[src/rtl/ilst_ram.sv]
`timescale 1ns / 1ps
`default_nettype none

module ilst_ram #(
  parameter int unsigned WIDTH = 8,
  parameter int unsigned DEPTH = 16
) (
  input  logic                     clk_i,
  input  logic                     we_i,
  input  logic [$clog2(DEPTH)-1:0] waddr_i,
  input  logic [WIDTH-1:0]         wdata_i,
  input  logic [$clog2(DEPTH)-1:0] raddr_i,
  output logic [WIDTH-1:0]         rdata_o
);

  logic [WIDTH-1:0] mem_q [DEPTH];
  logic [WIDTH-1:0] rdata_q;

  // Write one entry, read one entry into the output register
  always_ff @(posedge clk_i) begin
    if (we_i) begin
      mem_q[waddr_i] <= wdata_i;
    end
    rdata_q <= mem_q[raddr_i];
  end

  assign rdata_o = rdata_q;

endmodule

`default_nettype wire

[config.mk]
export PLATFORM = sky130hd
export DESIGN_NAME = ilst_ram
export DESIGN_NICKNAME = d
export VERILOG_FILES = /design/src/rtl/ilst_ram.sv
export SDC_FILE = /design/constraint.sdc
export NUM_CORES = 1
export LEC_CHECK = 0
export ABC_AREA = 1
export BUFFER_PORTS_ARGS = -buffer_cell sky130_fd_sc_hd__buf_2
export CELL_PAD_IN_SITES_DETAIL_PLACEMENT = 0
export CELL_PAD_IN_SITES_GLOBAL_PLACEMENT = 2
export CORE_MARGIN = 5
export CORE_UTILIZATION = 40
export DETAILED_ROUTE_END_ITERATION = 6
export PLACE_DENSITY_LB_ADDON = 0.1
export SLEW_MARGIN = 20
export SYNTH_ARGS = -nofsm -noshare
export SYNTH_HDL_FRONTEND = slang
export SYNTH_SLANG_ARGS = --single-unit
[constraint.sdc]
create_clock -name clk_i -period 1.7 [get_ports clk_i]
set_clock_uncertainty 0.15 [all_clocks]
set_input_delay 0.34 -clock clk_i [delete_from_list [all_inputs] [get_ports clk_i]]
set_output_delay 0.34 -clock clk_i [all_outputs]
set_load 0.02 [all_outputs]
# Yosys cells after proc, flatten, opt, wreduce, memory -nomap -nowiden
# Memories as Yosys holds them, arrays and structs flattened. A register that Yosys moved wholly into a read port is not among the register bits.
# Cells that the tools add are included.
[totals]
reg_bits = 0
mem_bits_rw = 128
input_bits = 18
out_inout_bits = 8
elab_cells = 3
n_memories = 1
[classes]
mux = 2
[mem_list]
columns = ["memory", "depth", "word_bits", "read_ports", "rd_ports_with_merged_regs", "write_ports", "line_no", "source"]
rows = [
  ["mem_q", 16, 8, 1, 1, 1, "16", "logic [WIDTH-1:0] mem_q [DEPTH];"],
]
[ops]
columns = ["operator", "n"]
rows = [
  ["$mux 1", 2],
]

# Longest topological paths before layout
# Gate-level depths: netlist (run 1).
[logic_depth]
depth_word = 2
ltp_mapped = 8
depth_no_buf = 7

# Least setup slack after synthesis (run 1)
# Ideal clock, no wire load.
[synth_path]
path_kind = "input port to flip-flop"
start = "in waddr_i[2]"
end = "mem mem_q[10][0], enable pin"
setup_ps = 370
arrival_time_ps = 921
required_time_ps = 1180
slack_ps = 259
stages = 2
path_buffers = 0
path_cell_list = "nand3b_1 -> nor2_1"
[synth_rtl]
columns = ["element", "line_no", "source"]
rows = [
  ["from (decl)", "10", "input logic [$clog2(DEPTH)-1:0] waddr_i,"],
  ["to (decl)", "16", ""],
]
# Straight into the memory's write port.

# Worst setup path in the final report (run 1)
[layout_path]
start = "reg rdata_q[0], in the netlist rdata_o[0], read port of mem_q"
end = "out rdata_o[0]"
[layout_rtl]
columns = ["element", "line_no", "source"]
rows = [
  ["from (decl)", "17", "logic [WIDTH-1:0] rdata_q;"],
  ["to (decl)", "13", "output logic [WIDTH-1:0] rdata_o"],
]
# No word-level cell between the ends.

==> results of run 1 <==
-- per-stage QoR --
step / utilization [%] / setup slack [ns] / cell area (sq um)
finish: 49.1 / 0.212 / 6860
global route: 49.1 / 0.163 / 6860
CTS: 49.1 / 0.158 / 6860
detailed placement: 44.3 / 0.107 / 6200
global placement: 44.3 / 0.129 / 6200
floorplan: - / 0.259 / 5770
-- how the worst max path moves through the flow --
stage,endpoint,from,depth (start not counted)
3_3_place_gp,rdata_o[0],raddr_i[0],7
2_1_floorplan,mem_q[10][0],waddr_i[2],2
5_1_grt,rdata_o[0],rdata_o[0],1
4_1_cts,rdata_o[0],rdata_o[0],1
3_5_place_dp,rdata_o[0],raddr_i[0],7
6_report,rdata_o[0],rdata_o[0],1
-- registers in the layout, summed over array words and instances (netlist names) --
name and flops:
mem_q 128, rdata_o 8
-- kinds of logic (layout without fill, tap and decap cells) --
kind of cell	Yosys count	count (layout)	share of synthesized area, %
flops	136	136	69.4
simple gates	289	289	21.0
buf+inv	126	185	9.52
-- synth_stat cells --
master      n  share of area, %
buf_2      13               1.1
inv_1     100               6.5
nand3_1    97               8.4
inv_2       2              0.13
buf_1       1             0.065
dfxtp_1     8               2.8
edfxtp_1  128                67
buf_6       6               1.2
nand2_1   173                11
buf_4       4              0.52
nor2_1     17               1.1
nand3b_1    2              0.26
-- report_power, final --
part           internal [mW]  switching (mW)
registers               3.75          0.0239
logic                  0.151           0.348
clock network           2.77            1.33
-- metal layers --
layer,up-vias,global-route usage (%)
li1,1868,-
met1,1781,24.3
met2,68,26.0
met3,15,3.56
met4,0,7.58
met5,-,0
-- final cells by class --
class	count	area [sq um]	area share, %
flip-flops and latches	136	4000	58.3
multi-input cells	289	1210	17.7
clock buffers	18	439	6.40
inverters	102	383	5.58
repair buffers	51	370	5.40
clock inverters	14	228	3.32
well taps	180	225	3.28
==> metrics.cfg, run 1 <==
[critical_path]
cp.arrival_ns = 1.00
r2r_start = mem_q[13][3]
cpLargestDelayFamily = flip-flops
crit_type = reg -> out
reg2reg_to = rdata_o[3]
cp.required_ns = 1.21
start_kind = flop
rr_worst_depth = 6
slowest_delay_ns = 0.39
cp-end-kind = output pin
r2r_setup_slack_ns = 0.55
crit_buf_inv = 1
crit_path_max_fanout = 1
critical_path.slowest_cell = dfxtp_1
worstPathCellList = buf_2

[routing]
num_vias = 3732
dr.first_iter.drc_count = 233
routedWlPerCell_um = 17.1
drt_first_pass_iters = 4
highest_layer = met4
via_per_inst = 4.72
met1_length_um = 6370
drt-total-wl_um = 13500
drc = 0
wl_met3_um = 607
wl_met2_um = 6250
ant_nets = 0

[run_status]
run_status = completed

[sta]
rsz0062_at_grt = no
slew_headroom_pct = 75.8
period_share_pct = 87.5
fmax_mhz = 672
tightest_slew_ns = 0.363
layout_min_cycle_time_ns = 1.49
hold_viol_final = 0
fin_setup_tns_ns = 0
whs_ns = 0.189
setup_violations = 0
finalMaxSlewViolations = 0

[floorplan]
core_area_sq_um = 14000
start_util_pct = 41.2
dieWidth_um = 130
rows = 43
die_area_sq_um = 16900
die_h_um = 130
num_io_pins = 26

[synthesis]
syn_inst = 551
avgSynthCellArea_sq_um = 10.5
ys_ff_latch = 136
synthesis.nets = 569
ys_types = 12
yosysWarningCount = 0
yosysSeqAreaShare_pct = 69.4
syn-cell-area_sq_um = 5770

[clock_tree]
cts-root-buf = clkbuf_16
clock_path_buffers = 2
cts_tree = done
cts.sinks = 136
postCtsSetupBuffers = 0
ctsHoldBuffers = 0
cts_htree_levels = 4
cts.clk_slew.worst_paths_ns = 0.06
clk_latency_ns = 0.41
cts_buffers = 17
cts_resized = 0

[hold_path]
whs_endpoint = mem_q[4][1]
min_from = wdata_i[1]
holdCritPathClass = in -> reg
min_path_cells = 1

[place]
port_buffers = 25
dp_hpwl_um = 8460
dp.cells = 758
gp_congestion = 0.733

[layout]
drive_gt1_share_pct = 13.9
diodes = 0
final_cells = 790
area.growth.synth_to_final_pct = 19.0
nets = 615
fill_cells = 1296
mostFrequentLayoutCells = nand2_1, edfxtp_1, inv_1
final_common_cell = nand2_1

[run]
cap_violations = 0

[global_route]
grt_pass1_vias = 3617
overflow = 0
grt_start_max_net_pins = 34
grt_pass1_wl_um = 21000
antenna_found_initial = 0
track_usage_pct = 17.3

[pwr]
power_mw = 8.37
p_leak_nw = 2.99
ir_worst_vdd_uv = 957
powerDensity_nw_per_um2 = 1220

No activity file was read; power rests on OpenSTA's default activity.
==> run 2, diff against run 1 <==
PLACE_DENSITY = 0.75   (was not set)
PLACE_DENSITY_LB_ADDON = not set   (was 0.1)
==> run 2 against run 1 <==
  * Cell count up 0.13%
  * Routed wire length up 6.9%
  * Die area unchanged
  * First-iteration DRC count up 81%
  * Flip-flop and latch count unchanged
  * Hold slack worse by 0.028 ns
  * Via count up 2.1%
  * Clock power down 9.8%
  * Core utilization down 0.25 points
  * Total power down 4.5%
  * Non-clock buffer count up 1
  * Critical path depth unchanged
  * Critical path type unchanged
  * Highest routed layer unchanged
==> metrics.cfg, run 2 (synthesis gave the netlist of run 1 again) <==
[run_status]
run_status = completed

[clock_tree]
clock_path_buffers = 2  ; unchanged
cts.clk_slew.worst_paths_ns = 0.05  ; about the same
cts_tree = done
cts_buffers = 17  ; unchanged
ctsHoldBuffers = 0  ; unchanged
cts-root-buf = clkbuf_16
clk_latency_ns = 0.41  ; about the same
postCtsSetupBuffers = 0  ; unchanged
cts_resized = 0  ; unchanged
cts.sinks = 136  ; unchanged
cts_htree_levels = 4  ; unchanged

[floorplan]
rows = 43  ; unchanged
num_io_pins = 26  ; unchanged
dieWidth_um = 130  ; unchanged
core_area_sq_um = 14000  ; unchanged
die_h_um = 130  ; unchanged
start_util_pct = 41.2  ; unchanged
die_area_sq_um = 16900  ; unchanged

[critical_path]
cp-end-kind = output pin
start_kind = flop
crit_path_max_fanout = 1  ; unchanged
r2r_setup_slack_ns = 0.51  ; -0.04 ns
slowest_delay_ns = 0.39  ; about the same
cp.arrival_ns = 0.99  ; about the same
worstPathCellList = buf_2
crit_buf_inv = 1  ; unchanged
reg2reg_to = rdata_o[6]
cpLargestDelayFamily = flip-flops
r2r_start = mem_q[5][6]
rr_worst_depth = 6  ; unchanged
critical_path.slowest_cell = dfxtp_1
cp.required_ns = 1.21  ; about the same
crit_type = reg -> out

[hold_path]
min_from = raddr_i[3]
whs_endpoint = rdata_o[7]
min_path_cells = 3  ; +2
holdCritPathClass = in -> reg

[layout]
nets = 616  ; +0.16%
top_register = mem_q
fill_cells = 1300  ; +0.31%
diodes = 0  ; unchanged
mostFrequentLayoutCells = nand2_1, edfxtp_1, inv_1
largest_reg_flops = 128  ; unchanged
final_common_cell = nand2_1
area.growth.synth_to_final_pct = 18.4
design_area_sq_um = 6830  ; -0.51%
drive_gt1_share_pct = 13.4  ; -0.51 points

[routing]
dr.first_iter.drc_count = 421  ; +81%
met1_length_um = 6730  ; +5.8%
drc = 0  ; unchanged
wl_met2_um = 6730  ; +7.7%
drt-total-wl_um = 14400  ; +6.9%
ant_nets = 0  ; unchanged
drt_first_pass_iters = 4  ; unchanged
routedWlPerCell_um = 18.2  ; +6.8%
num_vias = 3812  ; +2.1%
highest_layer = met4
wl_met3_um = 725  ; +19%
via_per_inst = 4.82  ; +2.0%

[global_route]
grt_start_max_net_pins = 50  ; +47%
track_usage_pct = 18.4  ; +1.2 points
overflow = 0  ; unchanged
grt_pass1_wl_um = 22500  ; +7.1%
antenna_found_initial = 0  ; unchanged
grt_pass1_vias = 3742  ; +3.5%

[place]
dp_hpwl_um = 9070  ; +7.3%
gp_congestion = 0.759  ; +3.6%
port_buffers = 25  ; unchanged
post_dp_cell_area_sq_um = 6230  ; +0.53%

[pwr]
p_clk_share_pct = 46.3  ; -2.7 points
sequentialPowerShare_pct = 47.2  ; +2.1 points
p_leak_nw = 2.98  ; -0.44%
netSwitchingFraction_pct = 21.0  ; +0.70 points
power.switching_mw = 1.68  ; -1.2%
p_int_mw = 6.32  ; -5.3%
powerDensity_nw_per_um2 = 1170  ; -4.0%
combinationalPowerShare_pct = 6.5  ; +0.5 points
ir_worst_vdd_uv = 605  ; -37%

[run]
cap_violations = 0  ; unchanged

[sta]
finalMaxSlewViolations = 0  ; unchanged
tightest_slew_ns = 0.494  ; +0.130 ns
setup_violations = 0  ; unchanged
layout_min_cycle_time_ns = 1.48  ; -0.00492 ns
fmax_mhz = 674  ; +0.33%
rsz0062_at_grt = no
hold_viol_final = 0  ; unchanged
fin_setup_tns_ns = 0  ; unchanged
slew_headroom_pct = 67.1  ; -8.7 points
period_share_pct = 87.2  ; -0.29 points

-- run 2: cell count changes in the layout (fill, tap and decap cells not counted) --
cell and change:
bufinv_16 -3, clkbuf_1 +3, buf_12 +2, clkbuf_8 +2
clkinvlp_4 -2, buf_4 -1, clkinv_1 +1, clkinv_2 -1
-- run 2: through the flow --
step / std cells / total power [mW] / utilization, % / worst slack [ns] / hold slack [ns]
2_1_floorplan: 551 / 4.13 / - / 0.259 / 0.289
3_3_place_gp: 759 / 4.37 / 44.5 / 0.131 / 0.492
3_5_place_dp: 759 / 4.37 / 44.5 / 0.118 / 0.501
4_1_cts: 791 / 8.06 / 48.8 / 0.179 / 0.146
5_1_grt: 791 / 8.27 / 48.8 / 0.195 / 0.176
6_report: 791 / 7.99 / 48.8 / 0.217 / 0.162
-- run 2: routing by layer --
layer,up-vias,global-route usage [%]
li1,1871,-
met2,81,28.2
met4,0,6.36
met1,1840,25.7
met5,-,0
met3,20,4.63
-- run 2: area by class of cell --
class                      instances  area (sq um)  area share (%)
clock buffer                      23           478            7.00
clock inverter                     9           121            1.78
inverter                         102           383            5.61
multi-input combinational        289          1210            17.8
sequential                       136          4000            58.6
tap                              180           225            3.30
timing repair buffer              52           403            5.90
-- run 2: worst max-delay path by stage --
stage               slack, ns  depth (start not counted)  startpoint            to
CTS                      0.18                          1  rdata_o[1]    rdata_o[1]
global placement         0.13                          8  raddr_i[0]    rdata_o[0]
global route             0.20                          1  rdata_o[1]    rdata_o[1]
detailed placement       0.12                          8  raddr_i[0]    rdata_o[6]
floorplan                0.26                          2  waddr_i[2]  mem_q[10][0]
finish                   0.22                          1  rdata_o[1]    rdata_o[1]
-- run 2: worst register-to-register path, cell delays in order, from the launching register on --
cell      delay, ns
edfxtp_1       0.37
inv_1          0.06
nand2_1        0.04
nand3_1        0.15
nand3_1        0.13
nand3_1        0.11
nand2_1        0.07
-- run 2: power by group through the flow --
| stage | sequential, mW | combinational, mW | clock [mW] |
|---|---|---|---|
| final | 3.77 | 0.520 | 3.70 |
| after global routing | 3.78 | 0.578 | 3.91 |
| after CTS | 3.78 | 0.529 | 3.76 |
| after detailed placement | 3.84 | 0.527 | 0 |
| after global placement | 3.84 | 0.526 | 0 |
| after floorplan | 3.86 | 0.264 | 0 |
