### src/rtl/ilst_pkg.sv
`timescale 1ns / 1ps
`default_nettype none

package ilst_pkg;

  // Store geometry
  localparam int unsigned CAPACITY   = 256;
  localparam int unsigned DATA_WIDTH = 32;
  localparam int unsigned SLOT_W     = $clog2(CAPACITY);
  localparam int unsigned CNT_W      = $clog2(CAPACITY + 1);

  // Beat field widths
  localparam int unsigned CMD_W  = 3;
  localparam int unsigned POS_W  = 9;
  localparam int unsigned WORD_W = 32;
  localparam int unsigned STAT_W = 2;
  localparam int unsigned LEN_W  = 9;

  typedef enum logic [CMD_W-1:0] {
    CMD_APPEND = 3'd0,
    CMD_INSERT = 3'd1,
    CMD_REMOVE = 3'd2,
    CMD_READ   = 3'd3,
    CMD_CLEAR  = 3'd4
  } cmd_e;

  localparam logic [STAT_W-1:0] ST_DONE      = 2'd0;
  localparam logic [STAT_W-1:0] ST_BAD_INDEX = 2'd1;
  localparam logic [STAT_W-1:0] ST_FULL      = 2'd2;

  typedef enum logic [2:0] {
    S_IDLE,
    S_POP,
    S_WALK,
    S_LINK_A,
    S_LINK_B,
    S_DATA_RD,
    S_RESULT
  } state_e;

  typedef struct packed {
    logic [CMD_W-1:0]  cmd;
    logic [POS_W-1:0]  position;
    logic [WORD_W-1:0] data_in;
  } in_item_t;

  typedef struct packed {
    logic [STAT_W-1:0] status;
    logic [WORD_W-1:0] data_out;
    logic [LEN_W-1:0]  length;
    logic              empty_res;
  } out_item_t;

  // Link memory access for one cycle
  typedef struct packed {
    logic              we;
    logic [SLOT_W-1:0] waddr;
    logic [SLOT_W-1:0] wdata;
    logic [SLOT_W-1:0] raddr;
    logic              clear;
  } link_req_t;

  // Data memory access for one cycle
  typedef struct packed {
    logic                  we;
    logic [SLOT_W-1:0]     waddr;
    logic [DATA_WIDTH-1:0] wdata;
    logic [SLOT_W-1:0]     raddr;
  } data_req_t;

endpackage

`default_nettype wire

### src/rtl/ilst_ram.sv
`timescale 1ns / 1ps
`default_nettype none

module ilst_ram #(
  parameter int unsigned WIDTH = 8,
  parameter int unsigned DEPTH = 16
) (
  input  logic                     clk_i,
  input  logic                     we_i,
  input  logic [$clog2(DEPTH)-1:0] waddr_i,
  input  logic [WIDTH-1:0]         wdata_i,
  input  logic [$clog2(DEPTH)-1:0] raddr_i,
  output logic [WIDTH-1:0]         rdata_o
);

  logic [WIDTH-1:0] mem_q [DEPTH];
  logic [WIDTH-1:0] rdata_q;

  // Write one entry, read one entry into the output register
  always_ff @(posedge clk_i) begin
    if (we_i) begin
      mem_q[waddr_i] <= wdata_i;
    end
    rdata_q <= mem_q[raddr_i];
  end

  assign rdata_o = rdata_q;

endmodule

`default_nettype wire

### src/rtl/ilst_link_mem.sv
`timescale 1ns / 1ps
`default_nettype none

module ilst_link_mem (
  input  logic                      clk_i,
  input  logic                      rst_ni,
  input  ilst_pkg::link_req_t       req_i,
  output logic [ilst_pkg::SLOT_W-1:0] rdata_o
);

  import ilst_pkg::*;

  logic [CAPACITY-1:0] valid_q, valid_d;
  logic                rvalid_q, rvalid_d;
  logic [SLOT_W-1:0]   raddr_q;
  logic [SLOT_W-1:0]   ram_rdata;
  logic [SLOT_W-1:0]   dflt_link;

  ilst_ram #(
    .WIDTH (SLOT_W),
    .DEPTH (CAPACITY)
  ) u_ram (
    .clk_i   (clk_i),
    .we_i    (req_i.we),
    .waddr_i (req_i.waddr),
    .wdata_i (req_i.wdata),
    .raddr_i (req_i.raddr),
    .rdata_o (ram_rdata)
  );

  // Mark written entries; clear drops every entry back to the free chain
  always_comb begin
    valid_d = valid_q;
    if (req_i.clear) begin
      valid_d = '0;
    end else if (req_i.we) begin
      valid_d[req_i.waddr] = 1'b1;
    end
  end

  assign rvalid_d = valid_q[req_i.raddr];

  always_ff @(posedge clk_i or negedge rst_ni) begin
    if (!rst_ni) begin
      valid_q  <= '0;
      rvalid_q <= 1'b0;
    end else begin
      valid_q  <= valid_d;
      rvalid_q <= rvalid_d;
    end
  end

  // Hold the read address for the untouched-entry default
  always_ff @(posedge clk_i) begin
    raddr_q <= req_i.raddr;
  end

  // Untouched entry links to the next slot, the last one back to slot zero
  assign dflt_link = (raddr_q == SLOT_W'(CAPACITY - 1)) ? '0 : raddr_q + 1'b1;
  assign rdata_o   = rvalid_q ? ram_rdata : dflt_link;

endmodule

`default_nettype wire

### config.mk
export PLATFORM = sky130hd
export DESIGN_NAME = ilst_link_mem
export DESIGN_NICKNAME = d
export VERILOG_FILES = /design/src/rtl/ilst_pkg.sv /design/src/rtl/ilst_ram.sv /design/src/rtl/ilst_link_mem.sv
export SDC_FILE = /design/constraint.sdc
export NUM_CORES = 2
export LEC_CHECK = 0
export BUFFER_PORTS_ARGS = -buffer_cell sky130_fd_sc_hd__buf_2
export CAP_MARGIN = 5
export CORE_MARGIN = 5
export CORE_UTILIZATION = 49
export CTS_CLUSTER_SIZE = 14
export DETAILED_ROUTE_END_ITERATION = 8
export PLACE_DENSITY = 0.74
export SYNTH_ARGS = -nofsm -noshare
export SYNTH_HDL_FRONTEND = slang
export SYNTH_SLANG_ARGS = --single-unit
### constraint.sdc
create_clock -name clk_i -period 3.75 [get_ports clk_i]
set_clock_uncertainty 0.1 [all_clocks]
set_input_delay 0.375 -clock clk_i [delete_from_list [all_inputs] [get_ports clk_i]]
set_output_delay 0.375 -clock clk_i [all_outputs]
set_load 0.01 [all_outputs]
-- Yosys cells after proc, flatten, opt, wreduce, memory -nomap -nowiden
Memories as Yosys holds them, arrays and structs flattened. A register that Yosys moved wholly into a read port is not among the register bits.
Cells that the tools add are included.
- equality and inequality tests: 1
- add/subtract/negate cells: 1
- divide/modulo/power cells: 0
- mux-type cells: 10
- shift operators: 0
- bitwise operators: 1
- magnitude comparators: 3
- reductions and logical operators: 2
- multipliers: 0
- operators by type and width (kind ; count):
    2-to-1 mux 256 bit ; 2
    bitwise OR 256 bit ; 1
    less-than comparator 8 x 9 -> 1 bit (second input constant) ; 2
    2-to-1 mux 8 bit ; 2
    adder 8 x 1 -> 8 bit (second input constant) ; 1
    binary-select mux 1 bit (select 8 bit) ; 1
    demux 1 bit (select 8 bit) ; 1
    equality test 8 bit (second input constant) ; 1
    greater-or-equal comparator 8 x 1 -> 1 bit (second input constant) ; 1
    2-to-1 mux 1 bit ; 4
    nonzero test 2 bit ; 1
    logical AND 1 bit ; 1
- memory bits (read-only): 0
- bits in latches: 0
- memories kept: 1
- memory bits (writable): 2048
- output and inout bits: 8
- bits in registers: 265
- input bits: 28
- logic and storage cells: 22
- memories (memory ; words ; width ; read ports ; clocked after Yosys merged registers in ; write ports ; line ; text):
    u_ram.mem_q ; 256 ; 8 ; 1 ; 1 ; 1 ; ilst_ram.sv:16 ; logic [WIDTH-1:0] mem_q [DEPTH];

-- Depth between registers and ports, before layout
- word-level depth: 7
- gate-level depth with buffers: 12
- gate-level depth less buffers: 6

-- Hierarchy
Synthesis repeated with hierarchy kept, for this count alone.
- cells, all modules: 4921
- area, all modules: 91522.8 um^2
- by module, submodules not included (module ; instances ; area an instance (um^2) ; cells each):
    ilst_ram ; 1 ; 79556.3 ; 3733
    ilst_link_mem ; 1 ; 11966.5 ; 1188

-- Worst setup path after synthesis
Ideal clock, no wire load.
- path type: input-to-reg
- start: input req_i[1] (netlist bit)
- end: register u_ram.rdata_q[6] (netlist: u_ram.rdata_o[6]) (read register of u_ram.mem_q)
- stages: 10
- setup slack: 1.352 ns
- required time: 3.523 ns
- arrival time: 2.171 ns
- setup time: 0.127 ns
- cell sequence: buf_6 > buf_12 > buf_6 > buf_6 > buf_4 > mux4_2 > a22oi_1 > a21oi_1 > nor4_2 > nor3b_2
- RTL lines (item ; line ; text):
    start, declared ; ilst_link_mem.sv:7 ; input ilst_pkg::link_req_t req_i,
    end, declared ; ilst_ram.sv:17 ; logic [WIDTH-1:0] rdata_q;

-- Final worst setup path
- start: register raddr_q[0]
- end: output rdata_o[6] (netlist bit)
- word-level cells in the longest chain between the ends: 3
- RTL lines (item ; line ; text):
    start, declared ; ilst_link_mem.sv:15 ; logic [SLOT_W-1:0] raddr_q;
    start signal, assigned ; ilst_link_mem.sv:55 ; raddr_q <= req_i.raddr;
    adder 8 x 1 -> 8 bit or equality test 8 bit (tied branches) ; ilst_link_mem.sv:59 ; assign dflt_link = (raddr_q == SLOT_W'(CAPACITY - 1)) ? '0 : raddr_q + 1'b1;
    2-to-1 mux 8 bit (*) ; ilst_link_mem.sv:59 ;
    2-to-1 mux 8 bit (*) ; ilst_link_mem.sv:60 ; assign rdata_o = rvalid_q ? ram_rdata : dflt_link;
    end, declared ; ilst_link_mem.sv:8 ; output logic [ilst_pkg::SLOT_W-1:0] rdata_o
Every way passes the cells marked *; elsewhere a longest branch is shown, timed or not.

==> implementation parameters <==
Parameter                              Value

Synth
  Distinct cell type count after synthesis    62
  Number of instances in the synthesized netlist    roughly 4700
  Fraction of synthesized cell area taken by the top area cell type    67.58%
  Number of enable-type register cells in the synthesized netlist    slightly above 2000
  Sequential share of the synthesized area    around three quarters
  Most used flip-flop cell after synthesis    edfxtp_1
  Synth Cell Area    just over 90000 um^2
  Syn Area/Cell    around 19 um^2
  Syn nets    ~4800
  Ranking of synthesized cells by area    edfxtp_1, mux4_2, dfrtp_1
  Proportion of register bits with asynchronous set or reset after synthesis    between 10% and 20%
  Warnings from Yosys    0
  #FFs+latches synth    ~2300
  Biggest area consumer among synthesized cells    edfxtp_1

Floorplan
  Row cnt    ~160
  Die outline height    between 400 and 500 um
  Chip Width    roughly 440 um
  Initial core utilization    49.18%
  Overall die area    194500 um^2
  Core area    185000 um^2
  Top Ports    36

Outcome
  Result of the run    finished, final reports clean

Worst setup path
  Required time of the critical path    between 3 and 4 ns
  Critical path capture point type    primary output
  Startpoint type of the worst setup path    flop
  Stage delay of the slowest cell on the critical path    roughly 0.7 ns
  Library cell contributing the largest single delay on the critical path    o21ai_0
  Top delay family on crit path    compound AO/OA/AOI/OAI gates
  Ordered list of cells on the worst path    ha_1, nand3_1, nor2_1, nand2_1, xor2_1, o21ai_0, buf_2
  Worst-path fanout max    3
  Crit path DAT    2.93 ns
  Type of the worst setup path    flop to primary output
  Worst Path Buf+Inv    1

Clocking
  Total of hold buffers inserted after clock tree synthesis    5
  Deepest level of the CTS H-tree    4
  Number of buffers added for setup after CTS    0
  Maximum buffer depth of the clock tree    3
  Post-cts repair resize count    0
  Post-CTS clock slew at the launch and capture registers of the worst setup and hold paths    ~0.06 ns
  TritonCTS Buffers    about 220
  Root buffer cell    clkbuf_16
  TritonCTS clock tree    built
  Clock sink total    2321
  Skew-Pair Late Insertion Delay    ~0.88 ns

Timing
  Final TNS setup    0 ns
  Shortest period the worst path allows    3.408 ns
  Portion of the clock cycle consumed by the worst path in the final layout    90.88%
  Worst hold slack after final layout    about 0.025 ns
  Achievable Freq    a little under 300 MHz
  Total setup violations reported at the end of the flow    0
  Relative slew slack    between 20% and 30%
  Final Slew Violations    0
  Transition time at the pin with the least slew margin    around 1.1 ns
  Number of failing hold endpoints at the final stage    0
  RSZ-0062 raised after global routing    no

Detailed routing
  Via total after detailed routing    49380
  Detail-routed via count per cell    around 6.3
  Final WL    between 200000 and 250000 um
  Number of nets still failing antenna checks after routing    0
  Number of remaining DRC errors    0
  Detailed Route Iter0 Violations    slightly below 7000
  Per-cell routed wire length    30.21 um
  Number of detailed-routing iterations run before antenna repair    6

Power
  PD cells    between 500 and 600 nW/um^2
  Standby leakage power    between 30 and 40 nW
  IR drop worst, VDD    0.5391 mV

Layout
  Commonest non-fill, non-tap cell in the layout    edfxtp_1
  Area overhead of the layout relative to synthesis    13.83%
  Fin area    103600 um^2
  Leading cell types in the layout, fill and taps excluded    edfxtp_1, nor2_1, mux4_2, buf_4, dfrtp_1
  Share of final-layout standard cells stronger than drive strength 1    25.97%
  Net count reported at finish    5188
  Final core area utilization    roughly 56%

Global routing
  Global-route usage over all layers    24.45%
  Number of global-route vias before repair    roughly 49000
  Total global routing overflow    0
  Largest net degree at the start of global routing    142
  Antenna violations before repair    11
  Wire length of the first global-routing pass    345000 um

Place
  Final weighted congestion of routability-driven global placement    ~0.96
  Placed standard-cell area    around 96000 um^2
  HPWL after detailed placement    ~150000 um
  Port Buf Inserts    35

Job
  Max-cap viol count    0

Worst hold path
  Class of the tightest hold or removal check    primary input to async pin
## cell type report
| type | instances | area (um^2) |
|---|---|---|
| fillers | 13550 | 81440 |
| flip-flops and latches | 2321 | 68250 |
| multi-input cells | 2132 | 21030 |
| clock buffers | 291 | 5931 |
| repair buffers | 482 | 4094 |
| well taps | 2480 | 3103 |
| clock inverters | 121 | 1147 |
| inverters | 5 | 20.02 |
| diodes | 8 | 20.02 |
## routing by layer
metal  vias to the layer above  global-route usage, %  wire (um)
met5                         -                      0         19
met4                         4                  11.54      12820
met3                       604                  5.266      25110
met2                      3267                  37.97     112000
met1                     25700                  33.45      86890
li1                      19810                      -          -
## cells in the mapped netlist (14+ instances only)
cell and count:
o22ai_1 42, a21oi_1 54, edfxtp_1 2048, nand2_1 101, nand4_1 17, o21ba_2 30, and2_1 14, a211oi_1 55
o221ai_1 21, dfxtp_1 16, nor2b_1 30, a22oi_1 45, o21ai_0 23, mux2i_1 216, nor2_1 728, a221oi_1 27
mux4_2 525, buf_6 29, dfrtp_1 257, nand3_1 52, nor3_1 26, buf_2 68, buf_4 36, mux2_2 16
clkbuf_1 113
## registers in the layout, indices dropped and copies added, names as in the netlist
| signal | count |
|---|---|
| u_ram.mem_q | 2048 |
| valid_q | 256 |
| raddr_q | 8 |
| u_ram.rdata_o | 8 |
| rvalid_q | 1 |
## per-stage QoR
stage               instances  worst slack (ns)  power [mW]
detailed placement       7415          0.008566       31.50
global route             7834            0.2564       54.14
floorplan                4736             1.352       30.18
global placement         7415           0.02539       31.46
CTS                      7832            0.2865       52.87
finish                   7840            0.3420       52.64
## worst reg2reg max path, cell delays in order (launching register included)
cell and delay (ns):
edfxtp_1 0.37, mux4_2 0.47, and2_1 0.18, a211oi_1 0.27, o311ai_0 0.37, a211oi_1 0.98, nor4_1 0.10
## power breakdown
group,internal (mW),switching (mW)
combinational,0.958,1.80
clock,12.1,9.53
sequential,28.2,0.0419
total,41.3,11.4
## cell families after synthesis
logic type      count (synthesis)  share of synthesized area [%]
simple gates                 1021                          4.685
compound gates                348                          2.784
mux                           757                          15.57
xor+xnor                        5                        0.04813
buf+inv                       283                          1.908
flops                        2321                          74.99
fa+ha+maj                       1                        0.01375
## path summary, 6_finish.rpt
path	cells past startpoint	slack (ns)	startpoint	to
worst max register to register	6	0.76	u_ram.mem_q[78][5]	u_ram.rdata_o[5]
worst max-delay path	7	0.34	raddr_q[0]	rdata_o[6]
worst min-delay path	2	0.03	rst_ni	valid_q[80]
max in group asynchronous	3	2.24	rst_ni	valid_q[125]
min in group clk_i	1	0.08	req_i[10]	u_ram.mem_q[173][1]
worst min register to register	2	0.39	valid_q[166]	valid_q[166]
Note: power is estimated with default switching activity, not from simulation.
