### config.mk
export PLATFORM = sky130hd
export DESIGN_NAME = ilst_ctrl
export DESIGN_NICKNAME = d
export VERILOG_FILES = /design/src/rtl/ilst_pkg.sv /design/src/rtl/ilst_ctrl.sv
export SDC_FILE = /design/constraint.sdc
export NUM_CORES = 1
export LEC_CHECK = 0
export ABC_AREA = 1
export ABC_CLOCK_PERIOD_IN_PS = 7100
export BUFFER_PORTS_ARGS = -buffer_cell sky130_fd_sc_hd__buf_2
export CAP_MARGIN = 20
export CORE_UTILIZATION = 35
export CTS_CLUSTER_SIZE = 40
export DETAILED_ROUTE_END_ITERATION = 8
export GPL_ROUTABILITY_DRIVEN = 0
export GPL_TIMING_DRIVEN = 0
export PLACE_DENSITY_LB_ADDON = 0.05
export RECOVER_POWER = 50
export SLEW_MARGIN = 20
export SYNTH_ARGS = -nofsm -noshare
export SYNTH_HDL_FRONTEND = slang
export SYNTH_SLANG_ARGS = --single-unit
### constraint.sdc
create_clock -name clk_i -period 7.1 [get_ports clk_i]
set_clock_uncertainty 0.2 [all_clocks]
set_input_delay 1.42 -clock clk_i [delete_from_list [all_inputs] [get_ports clk_i]]
set_output_delay 1.42 -clock clk_i [all_outputs]
set_load 0.005 [all_outputs]
### src/rtl/ilst_pkg.sv
`timescale 1ns / 1ps
`default_nettype none

package ilst_pkg;

  // Store geometry
  localparam int unsigned CAPACITY   = 256;
  localparam int unsigned DATA_WIDTH = 32;
  localparam int unsigned SLOT_W     = $clog2(CAPACITY);
  localparam int unsigned CNT_W      = $clog2(CAPACITY + 1);

  // Beat field widths
  localparam int unsigned CMD_W  = 3;
  localparam int unsigned POS_W  = 9;
  localparam int unsigned WORD_W = 32;
  localparam int unsigned STAT_W = 2;
  localparam int unsigned LEN_W  = 9;

  typedef enum logic [CMD_W-1:0] {
    CMD_APPEND = 3'd0,
    CMD_INSERT = 3'd1,
    CMD_REMOVE = 3'd2,
    CMD_READ   = 3'd3,
    CMD_CLEAR  = 3'd4
  } cmd_e;

  localparam logic [STAT_W-1:0] ST_DONE      = 2'd0;
  localparam logic [STAT_W-1:0] ST_BAD_INDEX = 2'd1;
  localparam logic [STAT_W-1:0] ST_FULL      = 2'd2;

  typedef enum logic [2:0] {
    S_IDLE,
    S_POP,
    S_WALK,
    S_LINK_A,
    S_LINK_B,
    S_DATA_RD,
    S_RESULT
  } state_e;

  typedef struct packed {
    logic [CMD_W-1:0]  cmd;
    logic [POS_W-1:0]  position;
    logic [WORD_W-1:0] data_in;
  } in_item_t;

  typedef struct packed {
    logic [STAT_W-1:0] status;
    logic [WORD_W-1:0] data_out;
    logic [LEN_W-1:0]  length;
    logic              empty_res;
  } out_item_t;

  // Link memory access for one cycle
  typedef struct packed {
    logic              we;
    logic [SLOT_W-1:0] waddr;
    logic [SLOT_W-1:0] wdata;
    logic [SLOT_W-1:0] raddr;
    logic              clear;
  } link_req_t;

  // Data memory access for one cycle
  typedef struct packed {
    logic                  we;
    logic [SLOT_W-1:0]     waddr;
    logic [DATA_WIDTH-1:0] wdata;
    logic [SLOT_W-1:0]     raddr;
  } data_req_t;

endpackage

`default_nettype wire

### src/rtl/ilst_ctrl.sv
`timescale 1ns / 1ps
`default_nettype none

module ilst_ctrl (
  input  logic                          clk_i,
  input  logic                          rst_ni,
  input  logic                          in_valid_i,
  input  ilst_pkg::in_item_t            in_item_i,
  output logic                          in_stall_o,
  output ilst_pkg::link_req_t           link_req_o,
  input  logic [ilst_pkg::SLOT_W-1:0]   link_rdata_i,
  output ilst_pkg::data_req_t           data_req_o,
  input  logic [ilst_pkg::DATA_WIDTH-1:0] data_rdata_i,
  output logic                          res_valid_o,
  output ilst_pkg::out_item_t           res_item_o,
  input  logic                          res_take_i
);

  import ilst_pkg::*;

  localparam int unsigned CMP_W = (POS_W > CNT_W) ? POS_W : CNT_W;

  state_e                state_q, state_d;
  logic [CMD_W-1:0]      op_q, op_d;
  logic                  pos_zero_q, pos_zero_d;
  logic [SLOT_W-1:0]     steps_q, steps_d;
  logic [SLOT_W-1:0]     cur_q, cur_d;
  logic [SLOT_W-1:0]     prev_q, prev_d;
  logic [SLOT_W-1:0]     nxt_q, nxt_d;
  logic [SLOT_W-1:0]     ns_q, ns_d;
  logic [SLOT_W-1:0]     first_q, first_d;
  logic [SLOT_W-1:0]     free_q, free_d;
  logic [CNT_W-1:0]      count_q, count_d;
  logic [STAT_W-1:0]     status_q, status_d;
  logic [DATA_WIDTH-1:0] word_q, word_d;

  logic              accept;
  logic              is_ins;
  logic              is_walk;
  logic              op_ins;
  logic [CMP_W-1:0]  cnt_ext;
  logic [CMP_W-1:0]  eff_pos;
  logic [STAT_W-1:0] chk_status;

  assign accept  = in_valid_i && (state_q == S_IDLE);
  assign is_ins  = (in_item_i.cmd == CMD_APPEND) || (in_item_i.cmd == CMD_INSERT);
  assign is_walk = (in_item_i.cmd == CMD_REMOVE) || (in_item_i.cmd == CMD_READ);
  assign op_ins  = (op_q == CMD_APPEND) || (op_q == CMD_INSERT);
  assign cnt_ext = CMP_W'(count_q);
  assign eff_pos = (in_item_i.cmd == CMD_APPEND) ? cnt_ext : CMP_W'(in_item_i.position);

  // Range and capacity check on the incoming beat
  always_comb begin
    chk_status = ST_DONE;
    if (is_ins) begin
      if (eff_pos > cnt_ext) begin
        chk_status = ST_BAD_INDEX;
      end else if (cnt_ext == CMP_W'(CAPACITY)) begin
        chk_status = ST_FULL;
      end
    end else if (is_walk) begin
      if (eff_pos >= cnt_ext) begin
        chk_status = ST_BAD_INDEX;
      end
    end
  end

  // Next state
  always_comb begin
    state_d = state_q;
    case (state_q)
      S_IDLE: begin
        if (accept) begin
          if (chk_status != ST_DONE) begin
            state_d = S_RESULT;
          end else if (is_ins) begin
            state_d = S_POP;
          end else if (is_walk) begin
            state_d = S_WALK;
          end else begin
            state_d = S_RESULT;
          end
        end
      end
      S_POP: begin
        state_d = pos_zero_q ? S_LINK_A : S_WALK;
      end
      S_WALK: begin
        if (steps_q == '0) begin
          state_d = (op_q == CMD_READ) ? S_DATA_RD : S_LINK_A;
        end
      end
      S_LINK_A:  state_d = S_LINK_B;
      S_LINK_B:  state_d = S_RESULT;
      S_DATA_RD: state_d = S_RESULT;
      S_RESULT: begin
        if (res_take_i) begin
          state_d = S_IDLE;
        end
      end
      default: state_d = S_IDLE;
    endcase
  end

  // Datapath and memory accesses per state
  always_comb begin
    op_d       = op_q;
    pos_zero_d = pos_zero_q;
    steps_d    = steps_q;
    cur_d      = cur_q;
    prev_d     = prev_q;
    nxt_d      = nxt_q;
    ns_d       = ns_q;
    first_d    = first_q;
    free_d     = free_q;
    count_d    = count_q;
    status_d   = status_q;
    word_d     = word_q;
    link_req_o = '0;
    data_req_o = '0;
    case (state_q)
      S_IDLE: begin
        if (accept) begin
          op_d       = in_item_i.cmd;
          status_d   = chk_status;
          word_d     = DATA_WIDTH'(in_item_i.data_in);
          pos_zero_d = (eff_pos == '0);
          steps_d    = is_ins ? SLOT_W'(eff_pos - 1'b1) : SLOT_W'(eff_pos);
          if (chk_status == ST_DONE) begin
            if (in_item_i.cmd == CMD_CLEAR) begin
              link_req_o.clear = 1'b1;
              first_d          = '0;
              free_d           = '0;
              count_d          = '0;
            end else if (is_ins) begin
              // fetch the link of the free head
              link_req_o.raddr = free_q;
            end else if (is_walk) begin
              link_req_o.raddr = first_q;
              cur_d            = first_q;
            end
          end
        end
      end
      S_POP: begin
        // take the free head as the new slot and store the word
        ns_d             = free_q;
        free_d           = link_rdata_i;
        data_req_o.we    = 1'b1;
        data_req_o.waddr = free_q;
        data_req_o.wdata = word_q;
        if (pos_zero_q) begin
          nxt_d = first_q;
        end else begin
          link_req_o.raddr = first_q;
          cur_d            = first_q;
        end
      end
      S_WALK: begin
        // one list step per cycle, address straight from the read data
        if (steps_q == '0) begin
          nxt_d            = link_rdata_i;
          data_req_o.raddr = cur_q;
        end else begin
          prev_d           = cur_q;
          cur_d            = link_rdata_i;
          steps_d          = steps_q - 1'b1;
          link_req_o.raddr = link_rdata_i;
        end
      end
      S_LINK_A: begin
        if (op_ins) begin
          link_req_o.we    = 1'b1;
          link_req_o.waddr = ns_q;
          link_req_o.wdata = nxt_q;
        end else if (pos_zero_q) begin
          first_d = nxt_q;
        end else begin
          link_req_o.we    = 1'b1;
          link_req_o.waddr = prev_q;
          link_req_o.wdata = nxt_q;
        end
      end
      S_LINK_B: begin
        if (op_ins) begin
          if (pos_zero_q) begin
            first_d = ns_q;
          end else begin
            link_req_o.we    = 1'b1;
            link_req_o.waddr = cur_q;
            link_req_o.wdata = ns_q;
          end
          count_d = count_q + 1'b1;
        end else begin
          // return the removed slot to the free chain
          link_req_o.we    = 1'b1;
          link_req_o.waddr = cur_q;
          link_req_o.wdata = free_q;
          free_d           = cur_q;
          count_d          = count_q - 1'b1;
        end
      end
      S_DATA_RD: begin
        word_d = data_rdata_i;
      end
      default: begin
      end
    endcase
  end

  always_ff @(posedge clk_i or negedge rst_ni) begin
    if (!rst_ni) begin
      state_q <= S_IDLE;
      first_q <= '0;
      free_q  <= '0;
      count_q <= '0;
    end else begin
      state_q <= state_d;
      first_q <= first_d;
      free_q  <= free_d;
      count_q <= count_d;
    end
  end

  always_ff @(posedge clk_i) begin
    op_q       <= op_d;
    pos_zero_q <= pos_zero_d;
    steps_q    <= steps_d;
    cur_q      <= cur_d;
    prev_q     <= prev_d;
    nxt_q      <= nxt_d;
    ns_q       <= ns_d;
    status_q   <= status_d;
    word_q     <= word_d;
  end

  // Result beat
  assign in_stall_o  = (state_q != S_IDLE);
  assign res_valid_o = (state_q == S_RESULT);

  always_comb begin
    res_item_o          = '0;
    res_item_o.status   = status_q;
    res_item_o.length   = LEN_W'(count_q);
    res_item_o.empty_res = (count_q == '0);
    if ((op_q == CMD_READ) && (status_q == ST_DONE)) begin
      res_item_o.data_out = WORD_W'(word_q);
    end
  end

endmodule

`default_nettype wire

Word-level counts from Yosys, hierarchy flattened
Index checks and enable logic that the tools add are counted.
- memories kept: 0
- logic and storage cells: 148
- bits in registers: 106
- bits in read-only memories: 0
- bits in latches: 0
- RAM bits: 0
- multiplexer cells: 66
- equality and inequality tests: 29
- add/subtract/negate cells: 4
- shift-type cells: 0
- div/mod/pow operators: 0
- magnitude comparators: 2
- multipliers: 0
- reductions and logical operators: 33
- bitwise operators: 1
- operator list (operator ; count):
    8-bit 2-to-1 mux ; 27
    8-bit case mux with 3 select lines ; 4
    17-bit 2-to-1 mux ; 4
    32-bit 2-to-1 mux ; 2
    32-bit case mux with 2 select lines ; 1
    9-bit 2-to-1 mux ; 7
    41-bit 2-to-1 mux ; 1
    17-bit case mux with 2 select lines ; 1
    8-bit case mux with 2 select lines ; 2
    2-bit != test, second input constant ; 13
    3-bit 2-to-1 mux ; 7
    9-bit zero test ; 2
    3-bit case mux with 6 select lines ; 1
    9-bit case mux with 2 select lines ; 1
    8-bit AND reduction ; 2
    8-bit by 1-bit subtractor with 8-bit output, second input constant ; 2
    3-bit by 2-bit equality test with 1-bit output, second input constant ; 5
    3-bit equality test, second input constant ; 4
    3-bit nonzero test ; 4
    2-bit nonzero test ; 5
    9-bit by 1-bit adder with 9-bit output, second input constant ; 1
    3-bit by 1-bit equality test with 1-bit output, second input constant ; 3
    9-bit equality test, second input constant ; 1
    9-bit >= comparator ; 1
    other kinds (16) ; 34

Logic depth before layout (Yosys ltp)
Gate-level depths: netlist (run 1).
- word-level depth: 10
- gate-level depth with buffers: 19
- depth with buffers taken out: 18

Worst setup path before layout (run 1)
No wires, ideal clock.
- path kind: input to output
- start point: in in_item_i[41] in the netlist's numbering
- end point: out link_req_o[3] in the netlist's numbering
- data required time: 5.480 ns
- stages on the path: 14
- buffers on the path: 1
- arrival: 3.199 ns
- setup slack: 2.281 ns
- cells stage by stage: nor2_2 -> nand2_2 -> buf_2 -> o21ai_0 -> ha_1 -> nand2_1 -> inv_1 -> a21oi_1 -> nand3_1 -> nand2_1 -> nand4_1 -> inv_1 -> nand2_1 -> o21bai_1
- RTL lines (element ; line ; text):
    start, declared ; ilst_ctrl.sv:8 ; input ilst_pkg::in_item_t in_item_i,
    end, declared ; ilst_ctrl.sv:10 ; output ilst_pkg::link_req_t link_req_o,

==> metrics.txt, run 1 <==
cell with the most instances after synthesis inv_1; die height 139 um; final net count 1,089; Max Clk Rate 166 MHz; post-synthesis sequential area ratio 46.3%; critical path arrival 4.39 ns; Synth Area per Inst 8.62 um^2; Final Hold Viols 0; TritonCTS Buffers 9; Tmin final 6.01 ns; CTS root buffer clkbuf_16; CP startpoint in_item_i[42]; failing checks DRC, capacitance limit, slew limit; vias in the first global route 6,228; reg-to-reg slack, setup 3.31 ns; Hold WS 0.248 ns; GR Util All Layers 23.4%; share of layout cells above drive strength 1 27.7%; Yosys top cell area share 35.6%; multi-input logic area 2810 um^2; Final Cycle Share 84.6%; startpoint of the worst hold path cur_q[1]; # Max-Cap Violations 1; Critical Path RT 5.48 ns; worst min path class flip-flop to flip-flop; syn nets 870; clock network power share 16.1%; NetSw 0.00133 W; slowest CP cell o21ai_0; I/O Buffers 208; worst hold stages 0; DRT Pass-1 Iters 7; Final Power 0.00299 W; CTS H-tree depth 3; switching share of total power 44.4%; DR WL/cell 18.2 um; Ys Warns 0; cts hold-fix bufs 0; Async SR Flop Fraction 26.4%; area leader, netlist edfxtp_1; drt initial violations 376; Max Transition Viols Final 29; FILL cells 1,879; DP HPWL 16.4 mm; DRC viols 8; Vias 6,165; Clock Sinks 106; FF/Latch Area 3040 um^2; # resized after CTS 0; CTS tree done; postcts setup bufs 0; EDFF count, synth 78; top cells by count, synth 129 x inv_1, 123 x nor2_1, 98 x nand2_1, 78 x edfxtp_1, 52 x nand3_1; largest net degree at the start of global routing 33; cell mode on critical path nand2_1; P&R area growth vs syn 22.8%; Mapped Cells 763; Gate power share 47.1%; flops & latches, synth 106; Power Density 371 nW/um^2; diodes inserted 0; Rows 49; number of nets with antenna violations after routing 0; Max Fanout on Critical Path 10; largest cells by area after synthesis edfxtp_1 36%, dfrtp_1 11%, inv_1 7.4%; Max stage delay on crit path 0.38 ns; crit-path cells clkbuf_1 > nor2_1 > nand2_1 > buf_2 > o21ai_0 > ha_1 > nand2_1 > nand2_1 > a21oi_1 > nand3_1 > nand2_1 > nand4_1 > inv_1 > nand2_1 > o21bai_1 > buf_2; ys flop type edfxtp_1; clock latency at the later pin of the worst-skew pair 0.35 ns; initial antenna violation count 0; core area 18,200 um^2; RSZ-0062 raised after global routing no; synthesized area 6570 um^2; Max-slew headroom -25.2%; outcome finished, violations left; post-synthesis cell type count 39; Final Non-Filler Cells 1,216; first-pass GRT wire length 34.2 mm; I/O pins 209; starting density of the core 36.1%; Worst-path clk slew 0.07 ns; R2R depth 7; crit path buf inv count 4; post-DR vias/cell 5.07; CP top delay family simple AND/OR/NAND/NOR gates; clk buf depth 2; die area 19,300 um^2; dpl cells 1,200; Worst setup SP type primary input; worst slew pin tran 1.88 ns; R2R Path Start state_q[0]; sequential power share 36.8%; Critical R2R Capture word_q[7]; die width 139 um; WS Path Type primary input to primary output; grt total ovfl 0; hold endpoint prev_q[1]; peak supply drop 146 uV; P_leak 4.01 nW; Worst Setup End Kind primary output; WL final 22.1 mm; P_int 0.00166 W; # setup viols final 0; post-route setup TNS 0 ns
-- layer usage --
layer	routed length [um]	global-route usage (%)	vias up
met2	10100	38.2	265
met3	1780	7.25	27
met5	0	0	-
met1	9760	29.9	2864
li1	-	-	3009
met4	459	6.49	0
-- kinds of logic after synthesis --
family / count (synthesis) / synth area share (%)
multiplexers: 32 / 5.48
AO/OA/AOI/OAI: 129 / 13.2
buffers and inverters: 164 / 9.84
AND/OR/NAND/NOR: 305 / 20.4
flip-flops: 106 / 46.3
adder cells (fa/ha/maj): 19 / 3.73
XOR/XNOR: 8 / 1.07
-- layout by cell type (no fill, tap or decap), drive strengths merged --
cell	n
nand3b	2
o2111ai	1
edfxtp	78
a21oi	26
nor2	131
o22ai	18
mux2	32
xor2	6
clkinvlp	1
nor3	8
or2	1
fa	1
xnor2	2
o21bai	3
nand2	103
nand4	8
nand3	52
o21ai	43
a211oi	8
o32ai	3
o211ai	1
clkinv	3
inv	142
a21boi	1
o221ai	16
buf	204
a31oi	2
ha	18
a22oi	7
dfrtp	28
clkbuf	38
-- metrics by stage --
step | setup slack [ns] | utilization [%] | area [um^2]
global placement | 1.27 | 43.4 | 7900
global route | 0.738 | 44.3 | 8070
finish | 1.09 | 44.3 | 8070
CTS | 1.26 | 44.9 | 8170
detailed placement | 1.27 | 43.4 | 7900
floorplan | 2.28 | - | 6570
-- power groups by stage --
stage	Clock, W	Sequential [W]	Combinational (W)
after floorplan	0	0.00108	0.000961
after global placement	0	0.00111	0.00145
after detailed placement	0	0.00111	0.00146
after CTS	0.000497	0.00110	0.00146
after global routing	0.000521	0.00113	0.00159
final	0.000482	0.00110	0.00141
-- how the worst max path moves through the flow --
stage | end | slack, ns | depth (start not counted)
floorplan | link_req_o[3] | 2.28 | 14
finish | link_req_o[3] | 1.09 | 16
global placement | link_req_o[3] | 1.27 | 16
global route | link_req_o[3] | 0.74 | 15
detailed placement | link_req_o[3] | 1.27 | 16
CTS | link_req_o[3] | 1.26 | 16
-- registers in the layout (all words and copies together), names as in the netlist, 2 cells and up --
signal / flops
prev_q: 8
nxt_q: 8
cnt_ext: 9
cur_q: 8
ns_q: 8
free_q: 8
state_q: 3
word_q: 32
steps_q: 8
op_q: 3
status_q: 2
first_q: 8
-- area by class of cell --
| type | instances | share of cell area (%) |
|---|---|---|
| plain buffers | 24 | 1.26 |
| clock buffers | 10 | 2.84 |
| clock inverters | 6 | 0.512 |
| inverters | 140 | 6.51 |
| multi-input cells | 493 | 34.9 |
| flip-flops and latches | 106 | 37.7 |
| well taps | 229 | 3.55 |
| repair buffers | 208 | 12.8 |
Power figures use the tool's default switching activity.
==> run 2, diff against run 1 <==
--- a/config.mk
+++ b/config.mk
@@ -5,8 +5,8 @@
 export SDC_FILE = /design/constraint.sdc
 export NUM_CORES = 1
 export LEC_CHECK = 0
-export ABC_AREA = 1
-export ABC_CLOCK_PERIOD_IN_PS = 7100
+export ABC_AREA = 0
+export ABC_CLOCK_PERIOD_IN_PS = 6100
 export BUFFER_PORTS_ARGS = -buffer_cell sky130_fd_sc_hd__buf_2
 export CAP_MARGIN = 20
 export CORE_UTILIZATION = 35
==> constraint.sdc (replaced) <==
create_clock -name clk_i -period 6.1 [get_ports clk_i]
set_clock_uncertainty 0.2 [all_clocks]
set_input_delay 1.22 -clock clk_i [delete_from_list [all_inputs] [get_ports clk_i]]
set_output_delay 1.22 -clock clk_i [all_outputs]
set_load 0.005 [all_outputs]
==> metrics.txt, run 2 <==
leading cell types in the layout, fill and taps excluded 205 x buf_2, 80 x and2_1, 78 x edfxtp_1, 48 x nand2_1, 47 x inv_1; worst min path class flip-flop to flip-flop; CTS H-tree depth 3; P_int 0.00143 W; startpoint of the worst hold path cur_q[0]; initial antenna violation count 0; Worst setup SP type primary input; area leader, netlist edfxtp_1; Tmin final 5.75 ns; clock latency at the later pin of the worst-skew pair 0.36 ns; dpl cells 1,063; Final Cycle Share 94.2%; wl on met1 9.21 mm; R2R Path Start cnt_ext[6]; grt total ovfl 0; starting density of the core 36.2%; vias in the first global route 5,741; outcome finished, violations left; Gate power share 23.4%; final net count 953; drt initial violations 413; critical path arrival 4.33 ns; EDFF count, synth 78; Yosys top cell area share 35.7%; cts hold-fix bufs 0; met2 wire len 10.2 mm; DRC viols 0; Synth Area per Inst 10.5 um^2; NetSw 0.000682 W; top sig layer met4; post-synthesis cell type count 79; DRT Pass-1 Iters 7; die height 139 um; peak supply drop 170 uV; fin util 45.0%; Mapped Cells 626; # setup viols final 0; ys flop type edfxtp_1; die width 139 um; Vias 5,749; # resized after CTS 0; Final Hold Viols 0; max FFs per register 32; post-DR vias/cell 5.32; met3 wire len 1.49 mm; failing checks capacitance limit, slew limit; CP startpoint in_item_i[42]; most common cell after layout, fill and taps aside buf_2; sequential power share 46.6%; Rows 49; Max Clk Rate 174 MHz; P_leak 3.71 nW; core area 18,100 um^2; Reg with most FFs word_q; WL final 21.3 mm; Ys Warns 0; WS Path Type primary input to primary output; largest net degree at the start of global routing 33; RSZ-0062 raised after global routing no; largest cells by area after synthesis edfxtp_1 36%, dfrtp_1 11%, and2_1 7.8%; postcts setup bufs 0; die area 19,300 um^2; first-pass GRT wire length 32.4 mm; I/O pins 209; post-synthesis sequential area ratio 46.4%; DP HPWL 15.3 mm; GR Util All Layers 22.0%; Max Fanout on Critical Path 10; clock network power share 30.0%; Worst Setup End Kind primary output; CTS tree done; syn nets 733; # Max-Cap Violations 1; Worst-path clk slew 0.08 ns; Power Density 259 nW/um^2; FILL cells 1,782; cell with the most instances after synthesis and2_1; top cells by count, synth 82 x and2_1, 78 x edfxtp_1, 48 x nand2_1, 46 x inv_1, 35 x nor2_1; number of nets with antenna violations after routing 0; diodes inserted 0; Async SR Flop Fraction 26.4%; share of layout cells above drive strength 1 33.5%; synthesized area 6560 um^2; CTS root buffer clkbuf_16; clk buf depth 2; Max Transition Viols Final 29; Clock Sinks 106; worst slew pin tran 1.95 ns; Worst Setup Slack, final 0.352 ns; TritonCTS Buffers 9; pre-CTS setup slack 0.312 ns; flops & latches, synth 106; post-route setup TNS 0 ns; Final Non-Filler Cells 1,080; P&R area growth vs syn 24.4%; Critical Path RT 4.68 ns; Max-slew headroom -30.0%; switching share of total power 32.3%; DR WL/cell 19.7 um; I/O Buffers 208
run 2: cell count changes in the layout (fill, tap and decap cells not counted), moves of 6 or more:
cell	delta
inv_2	-7
o221ai_1	-9
a222oi_1	+15
xnor2_1	+8
inv_1	-84
o21ai_0	-8
nor2_1	-88
nand3_1	-47
and2_1	+80
o22ai_1	-10
nand2_1	-51
a22oi_1	+9
o21ai_2	-6
run 2: logic make-up (layout without fill, tap and decap cells):
logic type / count (synthesis) / after routing / synth area share [%]
multiplexers: 44 / 44 / 7.74
flip-flops: 106 / 106 / 46.4
AND/OR/NAND/NOR: 231 / 231 / 20.1
AO/OA/AOI/OAI: 132 / 132 / 14.7
XOR/XNOR: 14 / 14 / 1.87
adder cells (fa/ha/maj): 19 / 19 / 3.74
buffers and inverters: 80 / 305 / 5.53
run 2: layout make-up:
| class | instances | area [um^2] | share of cell area (%) |
|---|---|---|---|
| well taps | 229 | 287 | 3.51 |
| clock buffers | 9 | 225 | 2.76 |
| plain buffers | 31 | 163 | 1.99 |
| repair buffers | 209 | 1040 | 12.7 |
| multi-input cells | 440 | 3130 | 38.3 |
| clock inverters | 7 | 95.1 | 1.16 |
| flip-flops and latches | 106 | 3040 | 37.3 |
| inverters | 49 | 184 | 2.25 |
run 2: final timing paths:
check	end	slack, ns	cells after the start
worst max register to register	cur_q[0]	2.60	8
worst max-delay path	link_req_o[1]	0.35	13
worst min register to register	prev_q[0]	0.31	0
worst min-delay path	prev_q[0]	0.31	0
max in group asynchronous	first_q[4]	3.37	1
min in group asynchronous	cnt_ext[4]	1.20	1
run 2: per-stage QoR:
stage	area, um^2	power (W)	hold slack [ns]
2_1_floorplan	6560	0.00131	0.264
3_3_place_gp	7890	0.00150	0.297
3_5_place_dp	7900	0.00151	0.290
4_1_cts	8220	0.00216	0.313
5_1_grt	8160	0.00222	0.327
6_report	8160	0.00211	0.314
run 2: layer usage:
| metal | track usage [%] | vias to the layer above |
|---|---|---|
| li1 | - | 2732 |
| met1 | 28.3 | 2748 |
| met2 | 36.9 | 245 |
| met3 | 4.28 | 24 |
| met4 | 7.19 | 0 |
| met5 | 0 | - |
run 2: power by group through the flow:
stage          clock (W)  combinational [W]  sequential, W
6_report        0.000634           0.000494       0.000984
5_1_grt         0.000676           0.000547       0.000994
3_5_place_dp           0           0.000511        0.00100
4_1_cts         0.000654           0.000516       0.000985
3_3_place_gp           0           0.000500       0.000998
2_1_floorplan          0           0.000341       0.000974
run 2: worst max-delay path, stage by stage:
cell and delay (ns):
clkbuf_1 0.09, buf_6 0.14, nor3_4 0.23, buf_12 0.18, mux2i_1 0.40, inv_1 0.09
ha_1 0.32, a211oi_1 0.24, o21bai_1 0.15, a2111oi_2 0.45, o211ai_2 0.31, o221ai_1 0.30
buf_2 0.17
==> run 3, diff against run 2 <==
--- a/config.mk
+++ b/config.mk
@@ -14,7 +14,7 @@
 export DETAILED_ROUTE_END_ITERATION = 8
 export GPL_ROUTABILITY_DRIVEN = 0
 export GPL_TIMING_DRIVEN = 0
-export PLACE_DENSITY_LB_ADDON = 0.05
+export PLACE_DENSITY = 0.62
 export RECOVER_POWER = 50
 export SLEW_MARGIN = 20
 export SYNTH_ARGS = -nofsm -noshare
==> metrics.txt, run 3 (same netlist as run 2, synthesis figures left out) <==
final net count 952; Final Hold Viols 0; largest net degree at the start of global routing 33; post-DR vias/cell 5.29; Worst setup SP type primary input; leading cell types in the layout, fill and taps excluded 206 x buf_2, 81 x and2_1, 78 x edfxtp_1, 48 x nand2_1, 47 x inv_1; worst hold stages 0; I/O Buffers 208; P_leak 3.69 nW; Tmin final 5.76 ns; Worst-path clk slew 0.08 ns; WS Path Type primary input to primary output; peak supply drop 136 uV; clock latency at the later pin of the worst-skew pair 0.36 ns; die width 139 um; # Max-Cap Violations 1; postcts setup bufs 0; Power Density 256 nW/um^2; post-route setup TNS 0 ns; share of layout cells above drive strength 1 33.5%; TritonCTS Buffers 9; diodes inserted 0; Critical Path RT 4.68 ns; reg-to-reg slack, setup 2.65 ns; core area 18,100 um^2; Reg with most FFs word_q; Final Cycle Share 94.3%; die area 19,300 um^2; Clock Sinks 106; worst slew pin tran 1.78 ns; Final Power 0.00209 W; # resized after CTS 0; vias in the first global route 5,637; Max Fanout on Critical Path 10; max FFs per register 32; Worst Setup End Kind primary output; Max-slew headroom -18.7%; # setup viols final 0; most common cell after layout, fill and taps aside buf_2; critical path arrival 4.34 ns; Rows 49; number of nets with antenna violations after routing 0; DP HPWL 14.9 mm; cts hold-fix bufs 0; FILL cells 1,800; CTS H-tree depth 3; GR Util All Layers 20.9%; failing checks capacitance limit, slew limit; RSZ-0062 raised after global routing no; worst min path class flip-flop to flip-flop; die height 139 um; CTS tree done; DRC viols 0; clk buf depth 2; Max Transition Viols Final 29; I/O pins 209; DRT Pass-1 Iters 7; outcome finished, violations left; first-pass GRT wire length 30.9 mm; DR WL/cell 18.8 um; starting density of the core 36.2%; Vias 5,708; P&R area growth vs syn 24.1%; CTS root buffer clkbuf_16; grt total ovfl 0; initial antenna violation count 0; R2R depth 8; drt initial violations 435; WL final 20.3 mm; Max Clk Rate 174 MHz
## run 3: per-stage QoR
stage	util [%]	hold WS (ns)	std cells	setup WS, ns	area, um^2
final	44.9	0.324	1079	0.345	8150
after global routing	44.9	0.337	1079	0.0779	8150
after CTS	45.2	0.320	1079	0.356	8210
after detailed placement	43.5	0.296	1063	0.355	7900
after global placement	43.5	0.306	1063	0.382	7890
after floorplan	-	0.264	626	1.16	6560
## run 3: power by group
group          switching [W]  internal, W  leakage (nW)
Combinational       0.000295     0.000192          2.47
Sequential         0.0000784     0.000904          1.07
Clock               0.000322     0.000297         0.153
## run 3: worst max-delay path, stage by stage
cell and delay, ns:
clkbuf_1 0.11, buf_6 0.15, nor3_4 0.19, buf_12 0.17, mux2i_1 0.40, inv_1 0.08, ha_1 0.31, a211oi_1 0.23
o21bai_1 0.14, a2111oi_2 0.47, o211ai_2 0.31, o221ai_1 0.35, buf_2 0.18
## run 3: per-layer routing
metal  GRT usage, %  up-vias  wire length [um]
li1               -     2732                 -
met1           26.4     2688              8500
met2           35.7      257             10000
met3           3.94       31              1360
met4           7.78        0               420
met5              0        -                 0
## run 3: cell type report
| cell class | count | area (um^2) | area share (%) |
|---|---|---|---|
| Buffer | 31 | 154 | 1.89 |
| Clock buffer | 9 | 225 | 2.76 |
| Clock inverter | 7 | 88.8 | 1.09 |
| Inverter | 49 | 184 | 2.26 |
| Multi-Input combinational cell | 440 | 3130 | 38.5 |
| Sequential cell | 106 | 3040 | 37.4 |
| Tap cell | 229 | 287 | 3.52 |
| Timing Repair Buffer | 208 | 1030 | 12.7 |
## run 3: path summary, 6_finish.rpt
| kind | start | end |
|---|---|---|
| min reg2reg | cur_q[0] | prev_q[0] |
| max reg2reg | cnt_ext[4] | cur_q[7] |
| max | in_item_i[42] | link_req_o[5] |
| min in group asynchronous | rst_ni | cnt_ext[4] |
| min | cur_q[0] | prev_q[0] |
| max in group asynchronous | rst_ni | free_q[4] |
